## src/rtl/xeu_pkg.sv

```systemverilog
`timescale 1ns / 1ps
// ----------------------------------------------------------------------------
// xeu_pkg
// Types and constants of the XML entity unescaper: entity table, widths,
// and the result list that moves from the decoder to the result queue.
// ----------------------------------------------------------------------------
package xeu_pkg;

    localparam int CAP_W          = 17;
    localparam int CNT_W          = 3;
    localparam int MAX_ENTITY_LEN = 6;
    localparam int PEND_DEPTH     = MAX_ENTITY_LEN - 1;
    localparam int NUM_ENT        = 5;
    localparam int RES_DEPTH      = 7;

    localparam logic [CAP_W-1:0] CAP_RESET = 17'd4096;
    localparam logic [7:0]       AMP_CHAR  = 8'h26;

    typedef logic [7:0] t_byte;

    // Entity text, zero padded to the longest entity
    localparam t_byte ENT_TEXT [NUM_ENT][MAX_ENTITY_LEN] = '{
        '{8'h26, 8'h61, 8'h6d, 8'h70, 8'h3b, 8'h00},   // &amp;
        '{8'h26, 8'h6c, 8'h74, 8'h3b, 8'h00, 8'h00},   // &lt;
        '{8'h26, 8'h67, 8'h74, 8'h3b, 8'h00, 8'h00},   // &gt;
        '{8'h26, 8'h71, 8'h75, 8'h6f, 8'h74, 8'h3b},   // &quot;
        '{8'h26, 8'h61, 8'h70, 8'h6f, 8'h73, 8'h3b}    // &apos;
    };

    localparam logic [CNT_W-1:0] ENT_LEN [NUM_ENT] = '{3'd5, 3'd4, 3'd4, 3'd6, 3'd6};

    localparam t_byte ENT_DEC [NUM_ENT] = '{8'h26, 8'h3c, 8'h3e, 8'h22, 8'h27};

    // Results caused by one item: cnt entries, the last one is the
    // terminator when term is set (its byte is zero).
    typedef struct packed {
        logic [CNT_W-1:0]            cnt;
        logic                        term;
        logic [RES_DEPTH-1:0][7:0]   bytes;
    } t_res;

endpackage

```

## src/rtl/xml_entity_unescaper_unit.sv

```systemverilog
`timescale 1ns / 1ps
// ----------------------------------------------------------------------------
// xml_entity_unescaper_unit
// Streaming decoder of the five predefined XML entities with a per-string
// output capacity limit and a terminator item at end of string.
// ----------------------------------------------------------------------------
// An accepted item is held in the input register, is decoded in one
// pass into its full list of results (up to seven) and loaded into the
// result queue, which hands out one result per cycle while the output
// is ready; the first result is valid once its list is in the queue.
// The next item is decoded in the cycle the last result is taken, so
// text without entity failures flows at one item per cycle while the
// output is ready. Items that cause no result do not hold the queue.
// Capacity is written through the configuration channel, which is
// always ready.
// ----------------------------------------------------------------------------
module xml_entity_unescaper_unit (
    input  logic                      i_clk,
    input  logic                      i_rst_n,
    input  logic                      i_cfg_valid,
    output logic                      o_cfg_ready,
    input  logic [xeu_pkg::CAP_W-1:0] i_cfg_data,
    input  logic                      i_in_valid,
    output logic                      o_in_ready,
    input  xeu_pkg::t_byte            i_in_byte,
    input  logic                      i_is_last,
    input  logic                      i_no_byte,
    output logic                      o_out_valid,
    input  logic                      i_out_ready,
    output xeu_pkg::t_byte            o_out_byte,
    output logic                      o_terminator,
    output logic                      o_run_last
);
    import xeu_pkg::*;

    logic [CAP_W-1:0]  r_cap;
    logic              r_in_valid;
    t_byte             r_in_byte;
    logic              r_is_last;
    logic              r_no_byte;

    logic              can_load;
    logic              step;
    t_res              res;

    assign o_cfg_ready = 1'b1;

    always_ff @(posedge i_clk) begin
        if (!i_rst_n) begin
            r_cap <= CAP_RESET;
        end else if (i_cfg_valid) begin
            r_cap <= i_cfg_data;
        end
    end

    assign step       = r_in_valid && can_load;
    assign o_in_ready = !r_in_valid || can_load;

    always_ff @(posedge i_clk) begin
        if (!i_rst_n) begin
            r_in_valid <= 1'b0;
        end else if (o_in_ready) begin
            r_in_valid <= i_in_valid;
        end
    end

    always_ff @(posedge i_clk) begin
        if (i_in_valid && o_in_ready) begin
            r_in_byte <= i_in_byte;
            r_is_last <= i_is_last;
            r_no_byte <= i_no_byte;
        end
    end

    xeu_core u_core (
        .i_clk     (i_clk),
        .i_rst_n   (i_rst_n),
        .i_step    (step),
        .i_byte    (r_in_byte),
        .i_last    (r_is_last),
        .i_no_byte (r_no_byte),
        .i_cap     (r_cap),
        .o_res     (res)
    );

    xeu_outq u_outq (
        .i_clk      (i_clk),
        .i_rst_n    (i_rst_n),
        .i_load     (step),
        .i_res      (res),
        .o_can_load (can_load),
        .o_valid    (o_out_valid),
        .i_ready    (i_out_ready),
        .o_byte     (o_out_byte),
        .o_term     (o_terminator),
        .o_run_last (o_run_last)
    );

endmodule

```

## src/rtl/xeu_core.sv

```systemverilog
`timescale 1ns / 1ps
// ----------------------------------------------------------------------------
// xeu_core
// Per-item decode: entity prefix match, lookahead buffer, capacity limit.
// Builds the full result list of one item combinationally.
// ----------------------------------------------------------------------------
module xeu_core (
    input  logic                   i_clk,
    input  logic                   i_rst_n,
    input  logic                   i_step,
    input  xeu_pkg::t_byte         i_byte,
    input  logic                   i_last,
    input  logic                   i_no_byte,
    input  logic [xeu_pkg::CAP_W-1:0] i_cap,
    output xeu_pkg::t_res          o_res
);
    import xeu_pkg::*;

    t_byte              r_pend [PEND_DEPTH];
    logic [CNT_W-1:0]   r_pcnt;
    logic [CAP_W-1:0]   r_emitted;
    logic               r_reached;

    logic [CNT_W-1:0]   n_pcnt;
    logic [CAP_W-1:0]   n_emitted;
    logic               n_reached;

    logic [CAP_W:0]     room_diff;
    logic [CNT_W-1:0]   avail;
    t_byte              cand [MAX_ENTITY_LEN];
    logic [CNT_W-1:0]   total;
    logic               is_match;
    logic               is_prefix;
    t_byte              dec;
    logic               is_amp;
    logic [CNT_W-1:0]   alen;
    logic [CNT_W-1:0]   nbytes;
    logic               open_buf;
    logic               append;
    logic               overflow;

    // bytes still allowed in this string, saturated
    assign room_diff = {1'b0, i_cap} - {1'b0, r_emitted} - {{CAP_W{1'b0}}, 1'b1};

    always_comb begin
        if (r_reached || room_diff[CAP_W]) begin
            avail = '0;
        end else if (|room_diff[CAP_W-1:CNT_W]) begin
            avail = '1;
        end else begin
            avail = room_diff[CNT_W-1:0];
        end
    end

    // candidate = pending bytes followed by the new byte
    always_comb begin
        for (int j = 0; j < MAX_ENTITY_LEN; j++) begin
            cand[j] = 8'h00;
        end
        for (int j = 0; j < PEND_DEPTH; j++) begin
            if (CNT_W'(j) < r_pcnt) begin
                cand[j] = r_pend[j];
            end
        end
        for (int j = 0; j < MAX_ENTITY_LEN; j++) begin
            if (CNT_W'(j) == r_pcnt) begin
                cand[j] = i_byte;
            end
        end
    end

    assign total = r_pcnt + CNT_W'(1);

    always_comb begin
        logic ok;
        is_match  = 1'b0;
        is_prefix = 1'b0;
        dec       = 8'h00;
        for (int k = 0; k < NUM_ENT; k++) begin
            ok = (total <= ENT_LEN[k]);
            for (int j = 0; j < MAX_ENTITY_LEN; j++) begin
                if (CNT_W'(j) < total && cand[j] != ENT_TEXT[k][j]) begin
                    ok = 1'b0;
                end
            end
            if (ok && total == ENT_LEN[k]) begin
                is_match = 1'b1;
                dec      = dec | ENT_DEC[k];
            end else if (ok) begin
                is_prefix = 1'b1;
            end
        end
    end

    assign is_amp = (i_byte == AMP_CHAR);

    // alen: bytes this item would emit before the capacity limit
    always_comb begin
        alen     = '0;
        open_buf = 1'b0;
        append   = 1'b0;
        if (i_no_byte) begin
            alen = i_last ? r_pcnt : '0;
        end else if (r_pcnt == '0) begin
            alen     = (!is_amp || i_last) ? CNT_W'(1) : '0;
            open_buf = is_amp;
        end else if (is_match) begin
            alen = CNT_W'(1);
        end else if (is_prefix) begin
            alen   = i_last ? total : '0;
            append = 1'b1;
        end else begin
            // failed prefix: flush literally, rescan the new byte
            alen     = (!is_amp || i_last) ? total : r_pcnt;
            open_buf = is_amp;
        end
    end

    assign nbytes   = (alen < avail) ? alen : avail;
    assign overflow = !i_no_byte && (avail == '0 || alen > avail);

    always_comb begin
        o_res       = '0;
        o_res.cnt   = nbytes + CNT_W'(i_last);
        o_res.term  = i_last;
        for (int i = 0; i < MAX_ENTITY_LEN; i++) begin
            if (CNT_W'(i) < nbytes) begin
                o_res.bytes[i] = (is_match && !i_no_byte && r_pcnt != '0) ? dec : cand[i];
            end
        end
    end

    always_comb begin
        n_pcnt    = r_pcnt;
        n_emitted = r_emitted;
        n_reached = r_reached;
        if (i_last) begin
            n_pcnt    = '0;
            n_emitted = '0;
            n_reached = 1'b0;
        end else if (!i_no_byte) begin
            n_emitted = r_emitted + CAP_W'(nbytes);
            n_reached = r_reached | overflow;
            if (overflow) begin
                n_pcnt = '0;
            end else if (open_buf) begin
                n_pcnt = CNT_W'(1);
            end else if (append) begin
                n_pcnt = total;
            end else begin
                n_pcnt = '0;
            end
        end
    end

    always_ff @(posedge i_clk) begin
        if (!i_rst_n) begin
            r_pcnt    <= '0;
            r_emitted <= '0;
            r_reached <= 1'b0;
        end else if (i_step) begin
            r_pcnt    <= n_pcnt;
            r_emitted <= n_emitted;
            r_reached <= n_reached;
        end
    end

    // lookahead buffer, written only where a byte is added
    always_ff @(posedge i_clk) begin
        if (i_step && !i_last && !i_no_byte && !overflow) begin
            for (int j = 0; j < PEND_DEPTH; j++) begin
                if ((open_buf && j == 0) || (append && CNT_W'(j) == r_pcnt)) begin
                    r_pend[j] <= i_byte;
                end
            end
        end
    end

`ifndef SYNTHESIS
    a_pcnt_range: assert property (@(posedge i_clk) disable iff (!i_rst_n)
        r_pcnt <= CNT_W'(PEND_DEPTH))
        else $error("lookahead count out of range");

    a_buf_starts_amp: assert property (@(posedge i_clk) disable iff (!i_rst_n)
        r_pcnt != '0 |-> r_pend[0] == AMP_CHAR)
        else $error("lookahead buffer does not start with ampersand");

    a_string_end_clears: assert property (@(posedge i_clk) disable iff (!i_rst_n)
        i_step && i_last |=> (r_pcnt == '0 && r_emitted == '0 && !r_reached))
        else $error("string state not cleared after end of string");
`endif

endmodule

```

## src/rtl/xeu_outq.sv

```systemverilog
`timescale 1ns / 1ps
// ----------------------------------------------------------------------------
// xeu_outq
// Result queue: holds the result list of one item and hands it out one
// result per cycle while the output is ready; reloads when empty or in the cycle its last result is taken.
// ----------------------------------------------------------------------------
module xeu_outq (
    input  logic            i_clk,
    input  logic            i_rst_n,
    input  logic            i_load,
    input  xeu_pkg::t_res   i_res,
    output logic            o_can_load,
    output logic            o_valid,
    input  logic            i_ready,
    output xeu_pkg::t_byte  o_byte,
    output logic            o_term,
    output logic            o_run_last
);
    import xeu_pkg::*;

    logic [CNT_W-1:0]           r_cnt;
    logic                       r_term;
    logic [RES_DEPTH-1:0][7:0]  r_bytes;

    logic [CNT_W-1:0]           n_cnt;
    logic                       n_term;
    logic [RES_DEPTH-1:0][7:0]  n_bytes;
    logic                       pop;

    assign pop        = (r_cnt != '0) && i_ready;
    assign o_can_load = (r_cnt == '0) || (r_cnt == CNT_W'(1) && i_ready);

    always_comb begin
        n_cnt   = r_cnt;
        n_term  = r_term;
        n_bytes = r_bytes;
        if (i_load) begin
            n_cnt   = i_res.cnt;
            n_term  = i_res.term;
            n_bytes = i_res.bytes;
        end else if (pop) begin
            n_cnt   = r_cnt - CNT_W'(1);
            n_bytes = {8'h00, r_bytes[RES_DEPTH-1:1]};
        end
    end

    always_ff @(posedge i_clk) begin
        if (!i_rst_n) begin
            r_cnt  <= '0;
            r_term <= 1'b0;
        end else begin
            r_cnt  <= n_cnt;
            r_term <= n_term;
        end
    end

    always_ff @(posedge i_clk) begin
        r_bytes <= n_bytes;
    end

    assign o_valid    = (r_cnt != '0);
    assign o_byte     = r_bytes[0];
    assign o_run_last = (r_cnt == CNT_W'(1));
    assign o_term     = r_term && (r_cnt == CNT_W'(1));

`ifndef SYNTHESIS
    a_load_when_free: assert property (@(posedge i_clk) disable iff (!i_rst_n)
        i_load |-> (r_cnt == '0 || (r_cnt == CNT_W'(1) && i_ready)))
        else $error("result list loaded over pending results");

    a_pop_decrements: assert property (@(posedge i_clk) disable iff (!i_rst_n)
        (r_cnt > CNT_W'(1) && i_ready && !i_load) |=> r_cnt == $past(r_cnt) - CNT_W'(1))
        else $error("result count did not step down on pop");

    a_term_nonempty: assert property (@(posedge i_clk) disable iff (!i_rst_n)
        (i_load && i_res.term) |-> i_res.cnt != '0)
        else $error("terminator list loaded with zero count");
`endif

endmodule
```

## config.mk

```make
export PLATFORM = sky130hd
export DESIGN_NAME = xml_entity_unescaper_unit
export DESIGN_NICKNAME = d
export VERILOG_FILES = /design/src/rtl/xeu_pkg.sv /design/src/rtl/xml_entity_unescaper_unit.sv /design/src/rtl/xeu_core.sv /design/src/rtl/xeu_outq.sv
export SDC_FILE = /design/constraint.sdc
export NUM_CORES = 1
export LEC_CHECK = 0
export ABC_AREA = 1
export BUFFER_PORTS_ARGS = -buffer_cell sky130_fd_sc_hd__clkbuf_2
export CORE_MARGIN = 5
export CORE_UTILIZATION = 60
export CTS_BUF_LIST = sky130_fd_sc_hd__clkbuf_8 sky130_fd_sc_hd__clkbuf_16
export CTS_CLUSTER_SIZE = 40
export DETAILED_ROUTE_END_ITERATION = 10
export PLACE_DENSITY = 0.84
export SYNTH_ARGS = -nofsm -noshare
export SYNTH_HDL_FRONTEND = slang
export SYNTH_SLANG_ARGS = --single-unit
```

## constraint.sdc

```tcl
create_clock -name i_clk -period 12.5 [get_ports i_clk]
set_input_delay 0.625 -clock i_clk [delete_from_list [all_inputs] [get_ports i_clk]]
set_output_delay 0.625 -clock i_clk [all_outputs]
set_load 0.02 [all_outputs]
```

==> impl_metrics.py, run 1 <==
metrics = {
    "synthesis": {
        "avgSynthCellArea_um2": 7.61,
        "synth_commonest_cells": "338 x nand2_1, 152 x nor2_1, 122 x inv_1",
        "synth.top_cell.area_share": 0.329,
        "synth.most_common_cell": "nand2_1",
        "synth.distinct_cells": 57,
        "ys.warnings.count": 0,
        "synthArstFlopShare": 0,
        "netlist_top_cells_area": "edfxtp_1 33%, nand2_1 14%, dfxtp_1 9.6%, nor2_1 6.4%, inv_1 5.1%",
        "synth_area_mm2": 0.00895,
        "synth_nets": 1245,
        "ys.flop_type": "edfxtp_1",
        "synth_seq_cells": 141,
        "yosys.area.top_type": "edfxtp_1",
        "synth_enable_flop_cells": 98,
        "synthCells": 1177,
        "ys_seq_area_frac": 0.425,
    },
    "clocking": {
        "ctsResizeCount": 0,
        "cts_buffer_depth": 2,
        "cts_tree": "built",
        "cts.htree.levels": 4,
        "cts-root-buf": "clkbuf_16",
        "ctsHoldBuffers": 0,
        "post_cts_buffers": 0,
        "clk_latency_ps": 430,
        "path_clk_slew_ps": 60,
        "numCtsBuffers": 17,
        "cts.sinks": 141,
    },
    "setup_path": {
        "critPathCaptureType": "register",
        "crit_top_cell": "nand2_1",
        "slowest_delay_ps": 850,
        "critPathMaxFanout": 22,
        "crit_required_ps": 12850,
        "crit_slowest_cell": "dfxtp_1",
        "arrival_ps": 7510,
        "cp-start-kind": "register",
        "criticalPathCategory": "reg2reg",
    },
    "die": {
        "coreArea_mm2": 0.0146,
        "initial_core_util": 0.614,
        "fp.dieArea_mm2": 0.0175,
        "rows": 44,
        "die_height_um": 132,
        "ios": 45,
        "die_w_um": 132,
    },
    "place": {
        "portBuffers": 43,
        "dp_slack_ps": 5590,
        "routabilityCongestion": 0.993,
        "dp_hpwl_mm": 18.2,
    },
    "drt": {
        "drtIter0Drc": 1000,
        "ant_nets": 0,
        "wl_per_cell_um": 17.6,
        "drt-vias-per-instance": 5.70,
        "routed_wl_mm": 24.6,
        "drcViolationCount": 0,
        "dr.pass1.iters": 8,
        "vias": 7961,
    },
    "grt": {
        "grt_first_pass_wirelength_mm": 39.0,
        "grtUsageTotal": 0.282,
        "first_global_vias": 7154,
        "grt_max_degree": 54,
        "grt-ovfl-total": 0,
        "antenna_found_initial": 0,
    },
    "timing": {
        "fin_setup_tns_ps": 0,
        "slew_headroom": 0.250,
        "drv_slew": 0,
        "clock_skew_ps": 9.38,
        "layout_min_cycle_time_ps": 7170,
        "hold_viol_final": 0,
        "layout_setup_ws_ps": 5330,
        "max_freq_mhz": 140,
        "rsz0062_at_grt": "false",
        "min_period_over_period": 0.573,
        "setup_violations": 0,
        "worst_pin_slew_ps": 1120,
    },
    "power_and_ir_drop": {
        "power_density_mw_per_mm2": 161,
        "ir_drop_mv": 0.104,
        "p_leak_uw": 0.00418,
    },
    "run_status": {
        "outcome": "complete, no violations",
    },
    "final_layout": {
        "fillers": 1223,
        "layout-drive-gt1-share": 0.115,
        "nNetsFinal": 1268,
        "diodes": 0,
        "area_growth_pct": 9.29,
    },
    "run": {
        "maxCapViolations": 0,
    },
    "worst_hold_path": {
        "min_path_type": "in2reg",
    },
}
## sequential cells by signal, indices dropped and copies added (netlist names)
register          flops
u_outq.o_byte         8
u_core.r_pend        40
u_core.r_pcnt         3
r_no_byte             1
r_in_valid            1
r_cap                17
u_core.r_reached      1
r_is_last             1
r_in_byte             8
u_core.r_emitted     17
u_outq.r_term         1
u_outq.r_bytes       40
u_outq.r_cnt          3
## metrics by stage
stage               hold WS, ps  cells  power [µW]  instance area, µm²  utilization
floorplan                   435   1177         981                8950            -
global placement            456   1365        1060                9180        0.629
detailed placement          457   1365        1070                9180        0.629
CTS                         362   1397        1580                9790        0.671
global route                360   1397        1660                9790        0.671
finish                      371   1397        1580                9790        0.671
## routing by layer
layer  track usage  wire (µm)  up-vias  part of all wire
met5             0          0        -                 0
met4        0.0949        741        0             0.030
met3        0.0588       2150       53             0.087
met2         0.420      10800      379              0.44
met1         0.411      10900     3627              0.44
li1              -          -     3902                 -
## cell type report
| type | count | area, µm² | share of cell area |
|---|---|---|---|
| Multi-Input combinational cell | 858 | 4400 | 0.449 |
| Sequential cell | 141 | 3800 | 0.389 |
| Inverter | 137 | 519 | 0.0531 |
| Clock buffer | 21 | 514 | 0.0526 |
| Timing Repair Buffer | 45 | 230 | 0.0235 |
| Tap cell | 184 | 230 | 0.0235 |
| Clock inverter | 11 | 90.1 | 0.00921 |
## critical path, delay by kind of cell (launching register included)
kind | cells | cell delay [ps]
fa+ha+maj | 4 | 1170
buf+inv | 7 | 710
flops | 1 | 850
compound gates | 5 | 930
simple gates | 28 | 3400
## worst paths after layout
check | from | endpoint | slack (ps) | cells past startpoint
setup reg to reg | u_core.r_pcnt[0] | u_core.r_emitted[16] | 5330 | 44
hold / removal | i_in_byte[5] | r_in_byte[5] | 370 | 1
hold reg to reg | u_core.r_emitted[11] | u_core.r_emitted[11] | 470 | 2
setup / recovery | u_core.r_pcnt[0] | u_core.r_emitted[16] | 5330 | 44
## placed cells by master, fill, tap and decap left out, types with 4 or more instances in the layout
| cell type | netlist | layout |
|---|---|---|
| o21ai_2 | 5 | 5 |
| nor2_2 | 9 | 9 |
| nor2_1 | 152 | 152 |
| a21o_1 | 4 | 4 |
| nand2_2 | 9 | 9 |
| clkbuf_16 | 0 | 20 |
| nand3_1 | 76 | 76 |
| inv_1 | 122 | 123 |
| clkbuf_2 | 0 | 43 |
| o21ai_0 | 59 | 59 |
| o211ai_1 | 4 | 4 |
| inv_6 | 0 | 5 |
| a22oi_1 | 5 | 5 |
| a211oi_1 | 6 | 6 |
| xnor2_1 | 4 | 4 |
| nand2_4 | 5 | 5 |
| nand3_2 | 4 | 4 |
| dfxtp_1 | 43 | 43 |
| o21ai_1 | 8 | 7 |
| edfxtp_1 | 98 | 98 |
| nand4_1 | 12 | 12 |
| a21oi_1 | 54 | 54 |
| inv_2 | 11 | 11 |
| nor3_1 | 14 | 14 |
| nand2_8 | 4 | 4 |
| nand3b_1 | 5 | 5 |
| ha_1 | 34 | 34 |
| nand2_1 | 338 | 338 |
| xor2_1 | 9 | 9 |
## logic make-up after synthesis
group	synth area share
other cells	0.000419
fa+ha+maj	0.0520
compound gates	0.111
buf+inv	0.0852
xor+xnor	0.0127
flops	0.425
simple gates	0.314
## power breakdown
group	leakage [µW]	switching, µW	internal [µW]
clock network	0.000301	211	299
registers	0.00127	43.7	647
logic	0.00261	264	115
total	0.00418	519	1060
Note: power is estimated with default switching activity, not from simulation.
==> inputs of run 2 (changes only) <==
==> constraint.sdc (replaced) <==
create_clock -name i_clk -period 7.2 [get_ports i_clk]
set_input_delay 0.36 -clock i_clk [delete_from_list [all_inputs] [get_ports i_clk]]
set_output_delay 0.36 -clock i_clk [all_outputs]
set_load 0.02 [all_outputs]
==> run 2 against run 1 <==
Clock power increased by 66%. Register-to-register slack got worse by 4500 ps. Clock skew increased by 1.5 ps. Total power increased by 72%. Routed wire length increased by 0.81%. Combinational power increased by 75%. Final cell count increased by 0.21%. Via count decreased by 0.34%. Worst hold slack got worse by 270 ps. Sequential power increased by 74%. Utilization decreased by 0.10 points. Largest cell class unchanged.
==> impl_metrics.py, run 2 (synthesis gave the netlist of run 1 again) <==
metrics = {
    "setup_path": {
        "r2r_end": "u_core.r_emitted[16]",
        "arrival_ps": 6750,
        "cp-startpoint": "u_core.r_pcnt[1]",
        "slowest_delay_ps": 430,
        "crit_required_ps": 7540,
        "criticalPathCategory": "reg2reg",
        "crit_slowest_cell": "ha_2",
        "worstRegToRegCells": 46,
        "critPathCaptureType": "register",
        "cp-start-kind": "register",
        "crit_top_cell": "nand2_1",
        "rrSetupSlack_ps": 790,
        "r2r_start": "u_core.r_pcnt[1]",
        "endpoint": "u_core.r_emitted[16]",
        "critPathMaxFanout": 12,
    },
    "clocking": {
        "path_clk_slew_ps": 60,
        "cts_tree": "built",
        "ctsResizeCount": 0,
        "cts.htree.levels": 4,
        "numCtsBuffers": 17,
        "cts-root-buf": "clkbuf_16",
        "clk_latency_ps": 430,
        "post_cts_buffers": 0,
        "cts_buffer_depth": 2,
        "ctsHoldBuffers": 0,
        "cts.sinks": 141,
    },
    "timing": {
        "clock_skew_ps": 10.9,
        "worst_pin_slew_ps": 1140,
        "fin_setup_tns_ps": 0,
        "max_freq_mhz": 156,
        "slew_headroom": 0.236,
        "rsz0062_at_grt": "false",
        "hold_viol_final": 0,
        "layout_min_cycle_time_ps": 6410,
        "min_period_over_period": 0.890,
        "drv_slew": 0,
        "setup_violations": 0,
    },
    "run_status": {
        "outcome": "complete, no violations",
    },
    "final_layout": {
        "area_growth_pct": 9.13,
        "diodes": 0,
        "reg.largest.list": "u_core.r_pend x40, u_outq.r_bytes x40",
        "final_common_cell": "nand2_1",
        "nNetsFinal": 1271,
        "fin_cells": 1400,
        "layout-drive-gt1-share": 0.116,
        "layout_common_cells": "338 x nand2_1, 152 x nor2_1, 126 x inv_1",
    },
    "die": {
        "rows": 44,
        "die_w_um": 132,
        "die_height_um": 132,
        "initial_core_util": 0.614,
        "ios": 45,
        "fp.dieArea_mm2": 0.0175,
        "coreArea_mm2": 0.0146,
    },
    "grt": {
        "grt_first_pass_wirelength_mm": 39.4,
        "grtUsageTotal": 0.285,
        "antenna_found_initial": 0,
        "grt_max_degree": 54,
        "first_global_vias": 7308,
        "grt-ovfl-total": 0,
    },
    "drt": {
        "met2_wirelength_mm": 11.0,
        "top_layer_used": "met4",
        "wl_met1_mm": 10.8,
        "drt-vias-per-instance": 5.67,
        "wl_per_cell_um": 17.7,
        "vias": 7934,
        "drtIter0Drc": 1000,
        "drcViolationCount": 0,
        "dr.pass1.iters": 5,
        "ant_nets": 0,
        "routed_wl_mm": 24.8,
        "routed-wl-met3_mm": 2.22,
    },
    "worst_hold_path": {
        "min_path_type": "in2reg",
    },
    "place": {
        "portBuffers": 43,
        "dp.cells": 1368,
        "routabilityCongestion": 0.997,
        "dp_hpwl_mm": 18.4,
    },
    "power_and_ir_drop": {
        "ir_drop_mv": 0.176,
        "power_density_mw_per_mm2": 278,
        "p_leak_uw": 0.00419,
    },
    "run": {
        "maxCapViolations": 0,
    },
}
## run 2: cell types whose count changed in the layout (fill, tap and decap cells not counted), moves of 2 or more
cell,delta
buf_4,+3
inv_1,+3
inv_6,-3
clkbuf_16,-2
clkinv_2,+2
clkinv_4,-2
## run 2: metal layers
layer	GRT usage	up-vias
met5	0	-
met2	0.428	354
met4	0.111	0
met1	0.400	3611
li1	-	3909
met3	0.0660	60
## run 2: layout make-up
type                       count  area (µm²)
clock buffer                  19         464
clock inverter                13         100
fill                        1206        4820
inverter                     137         519
multi-input combinational    858        4400
sequential                   141        3800
tap                          184         230
timing repair buffer          48         253
## run 2: worst min-delay path by stage
stage                 startpoint  depth (start not counted)  slack (ps)      endpoint
finish              i_in_byte[4]                          1         110  r_in_byte[4]
global route        i_in_byte[4]                          1          90  r_in_byte[4]
CTS                 i_in_byte[6]                          1          90  r_in_byte[6]
detailed placement     r_cap[12]                          2         450     r_cap[12]
global placement       r_cap[12]                          2         450     r_cap[12]
floorplan              r_cap[12]                          2         440     r_cap[12]
## run 2: critical path, delay by kind of cell (launching register included)
family	cells	cell delay, ps
buffers and inverters	8	830
and+or+nand+nor	26	2870
adders and majority gates	4	1160
DFF	1	290
AOI/OAI and AO/OA	8	1160
## run 2: through the flow
| stage | setup WS (ps) | hold WS [ps] | cell area, µm² | power, µW | utilization |
|---|---|---|---|---|---|
| finish | 791 | 105 | 9770 | 2710 | 0.670 |
| global route | 47.5 | 90.5 | 9770 | 2850 | 0.670 |
| CTS | 712 | 93.7 | 9770 | 2720 | 0.670 |
| detailed placement | 790 | 455 | 9200 | 1870 | 0.631 |
| global placement | 1070 | 451 | 9200 | 1850 | 0.631 |
| floorplan | 2030 | 435 | 8950 | 1700 | - |
## run 2: where the power goes
group	internal [µW]	total [µW]	leakage, µW	switching [µW]
clock	501	849	0.000291	348
sequential	1120	1200	0.00127	76.7
combinational	198	663	0.00262	465
total	1820	2710	0.00419	890
==> inputs of run 3 (changes only) <==
--- a/config.mk
+++ b/config.mk
@@ -10,9 +10,10 @@
 export CORE_MARGIN = 5
 export CORE_UTILIZATION = 60
 export CTS_BUF_LIST = sky130_fd_sc_hd__clkbuf_8 sky130_fd_sc_hd__clkbuf_16
-export CTS_CLUSTER_SIZE = 40
+export CTS_CLUSTER_SIZE = 12
 export DETAILED_ROUTE_END_ITERATION = 10
 export PLACE_DENSITY = 0.84
 export SYNTH_ARGS = -nofsm -noshare
 export SYNTH_HDL_FRONTEND = slang
+export SYNTH_HIERARCHICAL = 1
 export SYNTH_SLANG_ARGS = --single-unit
==> run 3 against run 2 <==
Routed wire length up 2.4%. Cell area is 5.7% higher. Register-to-register slack about the same. Final cell count rose by 11%. Worst setup slack better by 8.3 ps. Sequential cell count up 8. Global-route usage decreased by 0.10 points. Critical path depth decreased by 1. Via count increased by 7.8%. Utilization fell by 1.5 points. Synthesized cell count rose by 10%. Total power grew 8.8%.
==> impl_metrics.py, run 3 <==
metrics = {
    "run_status": {
        "outcome": "complete, no violations",
    },
    "die": {
        "coreArea_mm2": 0.0158,
        "rows": 46,
        "die_w_um": 136,
        "ios": 45,
        "initial_core_util": 0.605,
        "fp.dieArea_mm2": 0.0185,
        "die_height_um": 136,
    },
    "grt": {
        "antenna_found_initial": 0,
        "grt_first_pass_wirelength_mm": 40.3,
        "first_global_vias": 8142,
        "grt-ovfl-total": 0,
        "grtUsageTotal": 0.284,
        "grt_max_degree": 65,
    },
    "synthesis": {
        "synth_enable_flop_cells": 106,
        "synth.top_cell.area_share": 0.333,
        "ys.flop_type": "edfxtp_1",
        "synthCells": 1296,
        "synth_commonest_cells": "439 x nand2_1, 153 x nor2_1, 125 x inv_1",
        "synth_seq_cells": 149,
        "synth.distinct_cells": 50,
        "ys_seq_area_frac": 0.424,
        "synthArstFlopShare": 0,
        "ys.warnings.count": 6,
        "avgSynthCellArea_um2": 7.37,
        "yosys.area.top_type": "edfxtp_1",
        "synth_area_mm2": 0.00955,
        "netlist_top_cells_area": "edfxtp_1 33%, nand2_1 17%, dfxtp_1 9.0%, nor2_1 6.0%, inv_1 4.9%",
        "synth.most_common_cell": "nand2_1",
    },
    "setup_path": {
        "rrSetupSlack_ps": 800,
        "cp-startpoint": "u_core/r_pcnt[0]",
        "r2r_end": "u_core/r_emitted[16]",
        "crit_required_ps": 7490,
        "critPathCaptureType": "register",
        "criticalPathCategory": "reg2reg",
        "endpoint": "u_core/r_emitted[16]",
        "slowest_delay_ps": 400,
        "r2r_start": "u_core/r_pcnt[0]",
        "cp-start-kind": "register",
        "worstRegToRegCells": 45,
        "arrival_ps": 6700,
        "critPathMaxFanout": 12,
        "crit_slowest_cell": "fa_1",
    },
    "place": {
        "routabilityCongestion": 0.989,
        "dpl_cell_area_mm2": 0.00974,
        "dp_hpwl_mm": 18.8,
        "portBuffers": 43,
    },
    "final_layout": {
        "stdcell_area_mm2": 0.0103,
        "final_util": 0.655,
        "layout_common_cells": "439 x nand2_1, 153 x nor2_1, 125 x inv_1",
        "nNetsFinal": 1388,
        "multi_input_area_mm2": 0.00463,
        "regMostFlops": "u_outq/r_bytes",
        "layout-drive-gt1-share": 0.106,
        "seq_area_mm2": 0.00405,
        "largest_register_ffs": 48,
        "fillers": 1377,
        "reg.largest.list": "u_outq/r_bytes x48, u_core/r_pend x40",
        "area_growth_pct": 8.21,
        "final_common_cell": "nand2_1",
        "diodes": 0,
    },
    "drt": {
        "drtIter0Drc": 730,
        "wl_per_cell_um": 16.4,
        "ant_nets": 0,
        "drcViolationCount": 0,
        "drt-vias-per-instance": 5.52,
        "vias": 8552,
        "dr.pass1.iters": 6,
        "routed_wl_mm": 25.4,
    },
    "timing": {
        "clock_skew_ps": 10.2,
        "slew_headroom": 0.236,
        "drv_slew": 0,
        "fin_setup_tns_ps": 0,
        "hold_viol_final": 0,
        "layout_min_cycle_time_ps": 6400,
        "setup_violations": 0,
        "max_freq_mhz": 156,
        "rsz0062_at_grt": "false",
        "min_period_over_period": 0.889,
        "worst_pin_slew_ps": 1140,
    },
    "power_and_ir_drop": {
        "p_seq_frac": 0.441,
        "power_density_mw_per_mm2": 286,
        "ir_drop_mv": 0.210,
        "clkPwrFrac": 0.298,
        "internal-power_uw": 1950,
        "swShare": 0.338,
        "p_leak_uw": 0.00461,
        "power.combinational.fraction": 0.261,
        "switching_power_uw": 999,
    },
    "clocking": {
        "path_clk_slew_ps": 60,
        "numCtsBuffers": 17,
        "ctsResizeCount": 0,
        "cts.sinks": 149,
        "cts_tree": "built",
        "post_cts_buffers": 0,
        "clk_latency_ps": 440,
        "cts.htree.levels": 4,
        "cts-root-buf": "clkbuf_16",
        "ctsHoldBuffers": 0,
        "cts_buffer_depth": 2,
    },
    "worst_hold_path": {
        "min_path_type": "in2reg",
        "min_delay_path_depth": 1,
    },
    "run": {
        "maxCapViolations": 0,
    },
}
run 3: cell types whose count changed in the layout (fill, tap and decap cells not counted), moves of 8 or more:
cell / change
o21ai_0: -12
edfxtp_1: +8
nor3_1: +11
nand2_1: +101
o21ai_1: +17
conb_1: +8
run 3: per-stage QoR:
step | cells | power, µW | worst slack, ps | hold slack (ps)
after floorplan | 1303 | 1920 | 1780 | 430
after global placement | 1517 | 2050 | 848 | 445
after detailed placement | 1517 | 2080 | 607 | 454
after CTS | 1549 | 2960 | 484 | 84.8
after global routing | 1549 | 3110 | 84.7 | 87.1
final | 1549 | 2950 | 799 | 96.1
run 3: power groups by stage:
stage	Clock, µW	Combinational (µW)	Sequential, µW
CTS	884	771	1300
global placement	0	740	1310
finish	878	771	1300
detailed placement	0	765	1320
floorplan	0	627	1290
global route	924	863	1320
run 3: cells by family after synthesis:
| group | synth area share |
|---|---|
| simple gates | 0.335 |
| buf+inv | 0.0952 |
| fa+ha+maj | 0.0488 |
| compound gates | 0.0847 |
| xor+xnor | 0.0119 |
| flops | 0.424 |
| other cells | 0.000787 |
run 3: how the worst min path moves through the flow:
| stage | startpoint | to |
|---|---|---|
| floorplan | u_outq/r_term | u_outq/r_term |
| global placement | u_outq/r_term | u_outq/r_term |
| detailed placement | u_outq/r_term | u_outq/r_term |
| CTS | i_in_byte[2] | r_in_byte[2] |
| global route | i_in_byte[1] | r_in_byte[1] |
| finish | i_in_byte[2] | r_in_byte[2] |
run 3: layout make-up:
| cell class | instances | area share |
|---|---|---|
| Multi-Input combinational cell | 962 | 0.448 |
| Timing Repair Buffer | 50 | 0.0259 |
| Sequential cell | 149 | 0.392 |
| Clock inverter | 15 | 0.0150 |
| Inverter | 140 | 0.0521 |
| Clock buffer | 17 | 0.0412 |
| Tap cell | 216 | 0.0262 |
run 3: per-layer routing:
layer	routed length, µm	GRT usage	up-vias
met5	0	0	-
met2	13000	0.507	343
met4	1110	0.149	0
met3	1480	0.0448	75
met1	9800	0.326	3916
li1	-	-	4218
run 3: critical path, delay by kind of cell (launching register included):
kind            cells  cell delay, ps
fa+ha+maj           4            1290
compound gates      5             630
flops               1             320
buf+inv             7             680
simple gates       29            3320
